$ cat src/hw/rtl/larst_pkg.sv
`default_nettype none
// ----------------------------------------------------------------------------
// larst_pkg
// Shared types and codes of the lazy affine range-sum tree unit.
// ----------------------------------------------------------------------------
package larst_pkg;

    localparam int DATA_W   = 64;
    localparam int CNT_W    = 11;
    localparam int IDX_W    = 10;
    localparam int OPC_W    = 2;
    localparam int DP_OP_W  = 5;

    localparam logic [CNT_W-1:0] COUNT_RESET = 11'd1024;

    // item opcodes
    localparam logic [OPC_W-1:0] OPC_LOAD   = 2'd0;
    localparam logic [OPC_W-1:0] OPC_BUILD  = 2'd1;
    localparam logic [OPC_W-1:0] OPC_UPDATE = 2'd2;
    localparam logic [OPC_W-1:0] OPC_QUERY  = 2'd3;

    // datapath commands
    localparam logic [DP_OP_W-1:0] DP_NOP      = 5'd0;
    localparam logic [DP_OP_W-1:0] DP_CLR_ALL  = 5'd1;
    localparam logic [DP_OP_W-1:0] DP_CLR_TAG  = 5'd2;
    localparam logic [DP_OP_W-1:0] DP_START    = 5'd3;
    localparam logic [DP_OP_W-1:0] DP_READ     = 5'd4;
    localparam logic [DP_OP_W-1:0] DP_LATCH    = 5'd5;
    localparam logic [DP_OP_W-1:0] DP_BLEAF    = 5'd6;
    localparam logic [DP_OP_W-1:0] DP_DESCEND  = 5'd7;
    localparam logic [DP_OP_W-1:0] DP_RET_SUM  = 5'd8;
    localparam logic [DP_OP_W-1:0] DP_ACC      = 5'd9;
    localparam logic [DP_OP_W-1:0] DP_TAG_IN   = 5'd10;
    localparam logic [DP_OP_W-1:0] DP_MUL_SS   = 5'd11;
    localparam logic [DP_OP_W-1:0] DP_MUL_OL   = 5'd12;
    localparam logic [DP_OP_W-1:0] DP_PSUM     = 5'd13;
    localparam logic [DP_OP_W-1:0] DP_CRD      = 5'd14;
    localparam logic [DP_OP_W-1:0] DP_CMUL1    = 5'd15;
    localparam logic [DP_OP_W-1:0] DP_CMUL2    = 5'd16;
    localparam logic [DP_OP_W-1:0] DP_CWR      = 5'd17;
    localparam logic [DP_OP_W-1:0] DP_RIGHT    = 5'd18;
    localparam logic [DP_OP_W-1:0] DP_POP      = 5'd19;
    localparam logic [DP_OP_W-1:0] DP_OUT      = 5'd20;

    typedef struct packed {
        logic [DP_OP_W-1:0] op;
    } t_cmd;

    typedef struct packed {
        logic [OPC_W-1:0] opc;
        logic             in_range;
        logic             leaf;
        logic             mark;
        logic             disjoint;
        logic             full;
        logic             stk_empty;
        logic             top_phase;
        logic             csel;
        logic             clr_last;
        logic             out_busy;
    } t_sts;

    // pending tag: scale and offset only mean something while mark is set
    typedef struct packed {
        logic              mark;
        logic [DATA_W-1:0] scale;
        logic [DATA_W-1:0] offset;
    } t_tag;

endpackage
`default_nettype wire

$ cat src/hw/rtl/larst_ctrl.sv
`default_nettype none
// ----------------------------------------------------------------------------
// larst_ctrl
// Sequencer: clearing passes, tree walk, lazy push and result hand-off.
// ----------------------------------------------------------------------------
module larst_ctrl (
    input  wire logic            i_clk,
    input  wire logic            i_rst_n,
    input  wire logic            i_in_valid,
    output logic                 o_in_ready,
    input  wire larst_pkg::t_sts i_sts,
    output larst_pkg::t_cmd      o_cmd
);

    localparam logic [4:0] S_CLR    = 5'd0;
    localparam logic [4:0] S_IDLE   = 5'd1;
    localparam logic [4:0] S_DISP   = 5'd2;
    localparam logic [4:0] S_BCLR   = 5'd3;
    localparam logic [4:0] S_VISIT  = 5'd4;
    localparam logic [4:0] S_LATCH  = 5'd5;
    localparam logic [4:0] S_DECIDE = 5'd6;
    localparam logic [4:0] S_CHECK  = 5'd7;
    localparam logic [4:0] S_P1     = 5'd8;
    localparam logic [4:0] S_P2     = 5'd9;
    localparam logic [4:0] S_P3     = 5'd10;
    localparam logic [4:0] S_CRD    = 5'd11;
    localparam logic [4:0] S_CLAT   = 5'd12;
    localparam logic [4:0] S_C2     = 5'd13;
    localparam logic [4:0] S_C3     = 5'd14;
    localparam logic [4:0] S_FIN    = 5'd15;
    localparam logic [4:0] S_RET    = 5'd16;
    localparam logic [4:0] S_OUT    = 5'd17;

    logic [4:0] r_state, n_state;
    logic       r_after, n_after;   // 1: push finishes a covered update
    logic [4:0] after_state;

    assign after_state = r_after ? S_FIN : S_CHECK;
    assign o_in_ready  = (r_state == S_IDLE);

    always_comb begin
        n_state  = r_state;
        n_after  = r_after;
        o_cmd.op = larst_pkg::DP_NOP;
        case (r_state)
            S_CLR: begin
                o_cmd.op = larst_pkg::DP_CLR_ALL;
                if (i_sts.clr_last) n_state = S_IDLE;
            end
            S_IDLE: begin
                if (i_in_valid) begin
                    o_cmd.op = larst_pkg::DP_START;
                    n_state  = S_DISP;
                end
            end
            S_DISP: begin
                case (i_sts.opc)
                    larst_pkg::OPC_LOAD:   n_state = S_IDLE;
                    larst_pkg::OPC_BUILD:  n_state = S_BCLR;
                    larst_pkg::OPC_UPDATE: n_state = i_sts.in_range ? S_VISIT : S_IDLE;
                    default:               n_state = i_sts.in_range ? S_VISIT : S_OUT;
                endcase
            end
            S_BCLR: begin
                o_cmd.op = larst_pkg::DP_CLR_TAG;
                if (i_sts.clr_last) n_state = S_VISIT;
            end
            S_VISIT: begin
                o_cmd.op = larst_pkg::DP_READ;
                n_state  = S_LATCH;
            end
            S_LATCH: begin
                o_cmd.op = larst_pkg::DP_LATCH;
                n_state  = S_DECIDE;
            end
            S_DECIDE: begin
                if (i_sts.opc == larst_pkg::OPC_BUILD) begin
                    if (i_sts.leaf) begin
                        o_cmd.op = larst_pkg::DP_BLEAF;
                        n_state  = S_RET;
                    end else begin
                        o_cmd.op = larst_pkg::DP_DESCEND;
                        n_state  = S_VISIT;
                    end
                end else if (i_sts.mark) begin
                    n_after = 1'b0;
                    n_state = S_P1;
                end else begin
                    n_state = S_CHECK;
                end
            end
            S_CHECK: begin
                if (i_sts.disjoint) begin
                    o_cmd.op = larst_pkg::DP_RET_SUM;
                    n_state  = S_RET;
                end else if (i_sts.full) begin
                    if (i_sts.opc == larst_pkg::OPC_QUERY) begin
                        o_cmd.op = larst_pkg::DP_ACC;
                        n_state  = S_RET;
                    end else begin
                        o_cmd.op = larst_pkg::DP_TAG_IN;
                        n_after  = 1'b1;
                        n_state  = S_P1;
                    end
                end else begin
                    o_cmd.op = larst_pkg::DP_DESCEND;
                    n_state  = S_VISIT;
                end
            end
            S_P1: begin
                o_cmd.op = larst_pkg::DP_MUL_SS;
                n_state  = S_P2;
            end
            S_P2: begin
                o_cmd.op = larst_pkg::DP_MUL_OL;
                n_state  = S_P3;
            end
            S_P3: begin
                o_cmd.op = larst_pkg::DP_PSUM;
                n_state  = i_sts.leaf ? after_state : S_CRD;
            end
            S_CRD: begin
                o_cmd.op = larst_pkg::DP_CRD;
                n_state  = S_CLAT;
            end
            S_CLAT: begin
                o_cmd.op = larst_pkg::DP_CMUL1;
                n_state  = S_C2;
            end
            S_C2: begin
                o_cmd.op = larst_pkg::DP_CMUL2;
                n_state  = S_C3;
            end
            S_C3: begin
                o_cmd.op = larst_pkg::DP_CWR;
                n_state  = i_sts.csel ? after_state : S_CRD;
            end
            S_FIN: begin
                o_cmd.op = larst_pkg::DP_RET_SUM;
                n_state  = S_RET;
            end
            S_RET: begin
                if (i_sts.stk_empty) begin
                    n_state = (i_sts.opc == larst_pkg::OPC_QUERY) ? S_OUT : S_IDLE;
                end else if (i_sts.top_phase) begin
                    o_cmd.op = larst_pkg::DP_POP;
                end else begin
                    o_cmd.op = larst_pkg::DP_RIGHT;
                    n_state  = S_VISIT;
                end
            end
            S_OUT: begin
                if (!i_sts.out_busy) begin
                    o_cmd.op = larst_pkg::DP_OUT;
                    n_state  = S_IDLE;
                end
            end
            default: begin
                n_state = S_IDLE;
            end
        endcase
    end

    always_ff @(posedge i_clk) begin
        if (!i_rst_n) begin
            r_state <= S_CLR;
            r_after <= 1'b0;
        end else begin
            r_state <= n_state;
            r_after <= n_after;
        end
    end

endmodule
`default_nettype wire

$ cat config.mk
export PLATFORM = sky130hd
export DESIGN_NAME = larst_ctrl
export DESIGN_NICKNAME = d
export VERILOG_FILES = /design/src/hw/rtl/larst_pkg.sv /design/src/hw/rtl/larst_ctrl.sv
export SDC_FILE = /design/constraint.sdc
export NUM_CORES = 1
export LEC_CHECK = 0
export ABC_AREA = 1
export ABC_CLOCK_PERIOD_IN_PS = 1500
export BUFFER_PORTS_ARGS = -buffer_cell sky130_fd_sc_hd__buf_2
export CORE_MARGIN = 4
export CORE_UTILIZATION = 53
export CTS_CLUSTER_DIAMETER = 60
export DETAILED_ROUTE_END_ITERATION = 8
export HOLD_SLACK_MARGIN = 0.12
export PLACE_DENSITY_LB_ADDON = 0.25
export SLEW_MARGIN = 10
export SYNTH_ARGS = -nofsm -noshare
export SYNTH_HDL_FRONTEND = slang
export SYNTH_SLANG_ARGS = --single-unit
$ cat constraint.sdc
create_clock -name i_clk -period 1.5 [get_ports i_clk]
set_input_delay 0.15 -clock i_clk [delete_from_list [all_inputs] [get_ports i_clk]]
set_output_delay 0.15 -clock i_clk [all_outputs]
set_load 0.02 [all_outputs]
Yosys cells after proc, flatten, opt, wreduce, memory -nomap -nowiden
Index checks and enable logic that the tools add are counted.
{ "classes": {"n_reduce_logical": 5, "mux": 36, "n_eq_ne": 30} }
{ "ops": {"columns": ["operator", "count"], "rows": [
  ["case mux 5 bit (18 select lines)", 1],
  ["2-to-1 mux 5 bit", 17],
  ["case mux 5 bit (17 select lines)", 1],
  ["== test 5 x 4 -> 1 bit, second input constant", 8],
  ["== test 5 x 3 -> 1 bit, second input constant", 4],
  ["inequality test 2 bit, second input constant", 9],
  ["2-to-1 mux 4 bit", 4],
  ["case mux 5 bit (3 select lines)", 1],
  ["== test 5 x 2 -> 1 bit, second input constant", 2],
  ["== test 5 bit, second input constant", 2],
  ["2-to-1 mux 1 bit", 7],
  ["2-to-1 mux 3 bit", 2],
  ["AND reduction 6 bit", 1],
  ["== test 5 x 1 -> 1 bit, second input constant", 1],
  ["logical NOT 5 bit", 1],
  ["AND reduction 5 bit", 1],
  ["== test 2 bit, second input constant", 2],
  ["2-to-1 mux 2 bit", 2],
  ["inequality test 3 bit, second input constant", 1],
  ["== test 2 x 1 -> 1 bit, second input constant", 1],
  ["logical NOT 2 bit", 1],
  ["case mux 1 bit (2 select lines)", 1],
  ["nonzero test 2 bit", 1]
]} }
{ "word_totals": {"out_inout_bits": 6, "elab_cells": 73, "input_bits": 15, "regBits": 6} }

Longest topological paths before layout
{ "logic_depth": {"word_depth": 5, "ltp_mapped": 12, "mapped_depth_nobuf": 11} }

Least setup slack after synthesis
No wires, ideal clock.
{ "synth_path": {"path_type": "register -> output", "startpoint": "register r_state[2]", "endpoint": "output o_cmd[0] (netlist bit)", "t_arrival_ns": 1.587, "t_required_ns": 1.350, "path_stages_with_launch": 8, "path_slack_ns": -0.237, "path_buffers": 0, "cell_sequence": "dfxtp_1 nor2_4 inv_2 nor3_1 nand2_1 nand3_1 a21oi_1 nand4_1"} }
{ "synth_lines": {"columns": ["element", "line", "rtl"], "rows": [
  ["start, declared", "larst_ctrl.sv:34", "logic [4:0] r_state, n_state;"],
  ["start signal, assigned", "larst_ctrl.sv:169", "r_state <= n_state;"],
  ["end, declared", "larst_ctrl.sv:12", "output larst_pkg::t_cmd o_cmd"]
]} }

==> impl_results.md <==
- Critical R2R Capture: r_state[2]$_SDFFE_PN0P_
- Clock Path Buffers: 2
- Syn Nets: 185
- RSZ-0062 raised after global routing: true
- Reg power frac: ~15%
- Fin Setup TNS: -1510 ps
- Total number of vias: 1486
- Worst reg2reg path depth: 9
- DP HPWL: approximately 2.5 mm
- Failing checks: negative setup slack
- Outcome: finished, violations left
- Area of the mapped netlist: 895 sq um
- Clock Sinks: 6
- R2r setup slk: -120 ps
- Post-synthesis sequential area ratio: 13.4%
- Power density cells: between 1000 and 1500 nW/um^2
- Clock root buffer: clkbuf_4
- FF/Latch Area: 136 sq um
- First-pass GRT wire length: between 5 and 6 mm
- DR DRC count: 0
- GRT Total Usage: 29.8%
- Layout net count: 229
- Max Slew Vio Count: 0
- HP Class: input pin to register
- Max Cap Viol: 0
- Via density per instance: 6.52
- Routed Antenna Nets: 0
- Layout cells sized above 1: between 40% and 50%
- Worst Setup Start Kind: register
- Int Pwr: 744 uW
- Initial antenna violation count: 0
- Overflow after GRT: 0
- Crit-path slowest cell: dfxtp_4
- Fmax: ~550 MHz
- WP data required: between 1000 and 1500 ps
- Count of input and output buffers: 20
- Synth area leaders: nand2_1 (18%), dfxtp_1 (13%), nor2_1 (11%)
- Sw Ratio: 52.5%
- Worst-path clk slew: 50 ps
- H-tree Lvls: 1
- PnR worst setup slack: -310 ps
- Yosys top cell area share: 18.0%
- Worst-skew pair later-pin latency: 250 ps
- Hold endpoint: r_after$_SDFFE_PN0P_
- Clock power frac: 9.5%
- Hold Vio Cnt, Final: 0
- CTS tree: yes
- Gpl congestion: 0.946
- Tcrit/Tclk final: 121%
- CTS buffer count: 3
- Critical path's largest stage delay: 350 ps
- Slew HR: 78.9%
- Combinational Power Share: between 70% and 80%
- Leak: 0.736 nW
- Vias in the first global route: ~1300
- I/O pin count: 21
- Synth Register Bits: 6
- R2R Path Start: r_state[3]$_SDFFE_PN0P_
- Fillers: slightly below 80
- Leading area contributor after synthesis: nand2_1
- Syn avg cell area: 5.26 sq um
- Commonest cells after routing, fill and taps aside: nand2_1 (34), inv_1 (21), nor2_1 (20)
- Footprint of the multi-input gates: 813 sq um
- TritonRoute pass-1 iters: 6
- Worst slack, placed: -68.8 ps
- Most common cell after layout, fill and taps aside: nand2_1
- Fin Clk Skew: 5.70 ps
- Wire length per cell: slightly below 20 um
- Rows: 14
- Endpoints failing setup: 9
- ANT cells: 0
- Number of library cell types mapped by synthesis: 22
- Hold depth: 2
- Largest net degree at the start of global routing: 10
- CP Data Arrival Time: approximately 1700 ps
- Cells after Synth: 170
- Critical path class: register to output port
- Worst-Margin Slew: 313 ps
- Starting density of the core: between 50% and 60%
- NetSw: between 800 and 900 uW
- DR iter-0 viols: 171
- Total Routed Length: between 4 and 5 mm
- Die area: about 2400 sq um
- CP Cell Sequence: inv_4, nand3_4, nor3_1, buf_4, nor3_1, o2111ai_1, buf_4
- Die W: 49.1 um
- YS warnings: 0
- Core Footprint: 1560 sq um
- Die span in y: 49.1 um
- HP Start: i_rst_n
- Crit end category: output port
- Max IR drop VDD: 0.000870 V
- Post-route minimum period: 1810 ps
- Worst-path fanout max: 8
- Area Overhead vs Synth: 58.5%
- Post-cts hold buffer count: 0
-- through the flow --
step | instances | instance area [sq um] | util [%] | hold slack (ps) | power [mW]
finish | 228 | 1420 | 90.9 | 152 | 1.57
global route | 228 | 1420 | 90.9 | 160 | 1.66
CTS | 222 | 1300 | 83.2 | 147 | 1.34
floorplan | 170 | 906 | - | 298 | 0.755
global placement | 214 | 1100 | 70.5 | 397 | 0.964
detailed placement | 214 | 1100 | 70.5 | 405 | 0.986
-- Yosys cell counts, drive strengths merged --
cell type / instances
dfxtp: 6
a211oi: 1
o2111ai: 2
nand4: 5
a22oi: 1
nand3: 22
o21ai: 5
buf: 2
o211a: 1
nand2: 45
nor3: 6
nand3b: 1
inv: 29
a21oi: 10
nor2: 34
-- flip-flops by register name, summed over array words and instances, names as in the netlist --
name,cells
r_state,5
r_after,1
-- power groups by stage --
stage / Clock [mW] / Combinational [mW] / Sequential [mW]
floorplan: 0 / 0.541 / 0.213
global placement: 0 / 0.743 / 0.222
finish: 0.149 / 1.18 / 0.241
detailed placement: 0 / 0.762 / 0.224
global route: 0.170 / 1.25 / 0.240
CTS: 0.153 / 0.953 / 0.232
-- layer usage --
layer / wire length (um) / share of wire, % / vias to the layer above / global-route usage (%)
met2: 2080 / 47 / 144 / 50.0
li1: - / - / 637 / -
met4: 305 / 6.9 / 0 / 16.1
met1: 1540 / 35 / 665 / 36.0
met3: 483 / 11 / 40 / 4.59
met5: 0 / 0 / - / 0
-- kinds of logic after synthesis --
| logic type | share of synthesized area (%) |
|---|---|
| compound gates | 13.1 |
| buf+inv | 14.1 |
| flops | 13.4 |
| simple gates | 59.3 |
-- repair_timing --
| action | in CTS | in global routing |
|---|---|---|
| gates resized for setup | 40 | 23 |
| pin swaps | 9 | 7 |
| buffers inserted | 5 | 6 |
| setup endpoints to repair | 6 | 9 |
-- cell type report --
| cell class | instances | share of cell area, % |
|---|---|---|
| multi-input cells | 133 | 57.4 |
| clock buffers | 3 | 1.59 |
| well taps | 16 | 1.41 |
| inverters | 29 | 8.21 |
| repair buffers | 41 | 21.8 |
| flip-flops and latches | 6 | 9.62 |
-- worst max-delay path by stage --
stage,startpoint,endpoint,slack [ps],depth (start not counted)
3_3_place_gp,r_state[1]$_SDFFE_PN0P_,o_cmd[3],-50,7
4_1_cts,r_state[1]$_SDFFE_PN0P_,o_cmd[3],-150,8
5_1_grt,r_state[4]$_SDFFE_PN0P_,o_cmd[1],-380,7
3_5_place_dp,r_state[1]$_SDFFE_PN0P_,o_cmd[1],-70,7
6_report,r_state[4]$_SDFFE_PN0P_,o_cmd[1],-310,7
2_1_floorplan,r_state[2]$_SDFFE_PN0P_,o_cmd[0],70,7
-- worst max-delay path, delay by kind of cell, from the launching register on --
family	cells	cell delay [ps]
buf+inv	3	500
simple gates	3	470
compound gates	1	90
flops	1	350
No activity file was read; power rests on OpenSTA's default activity.
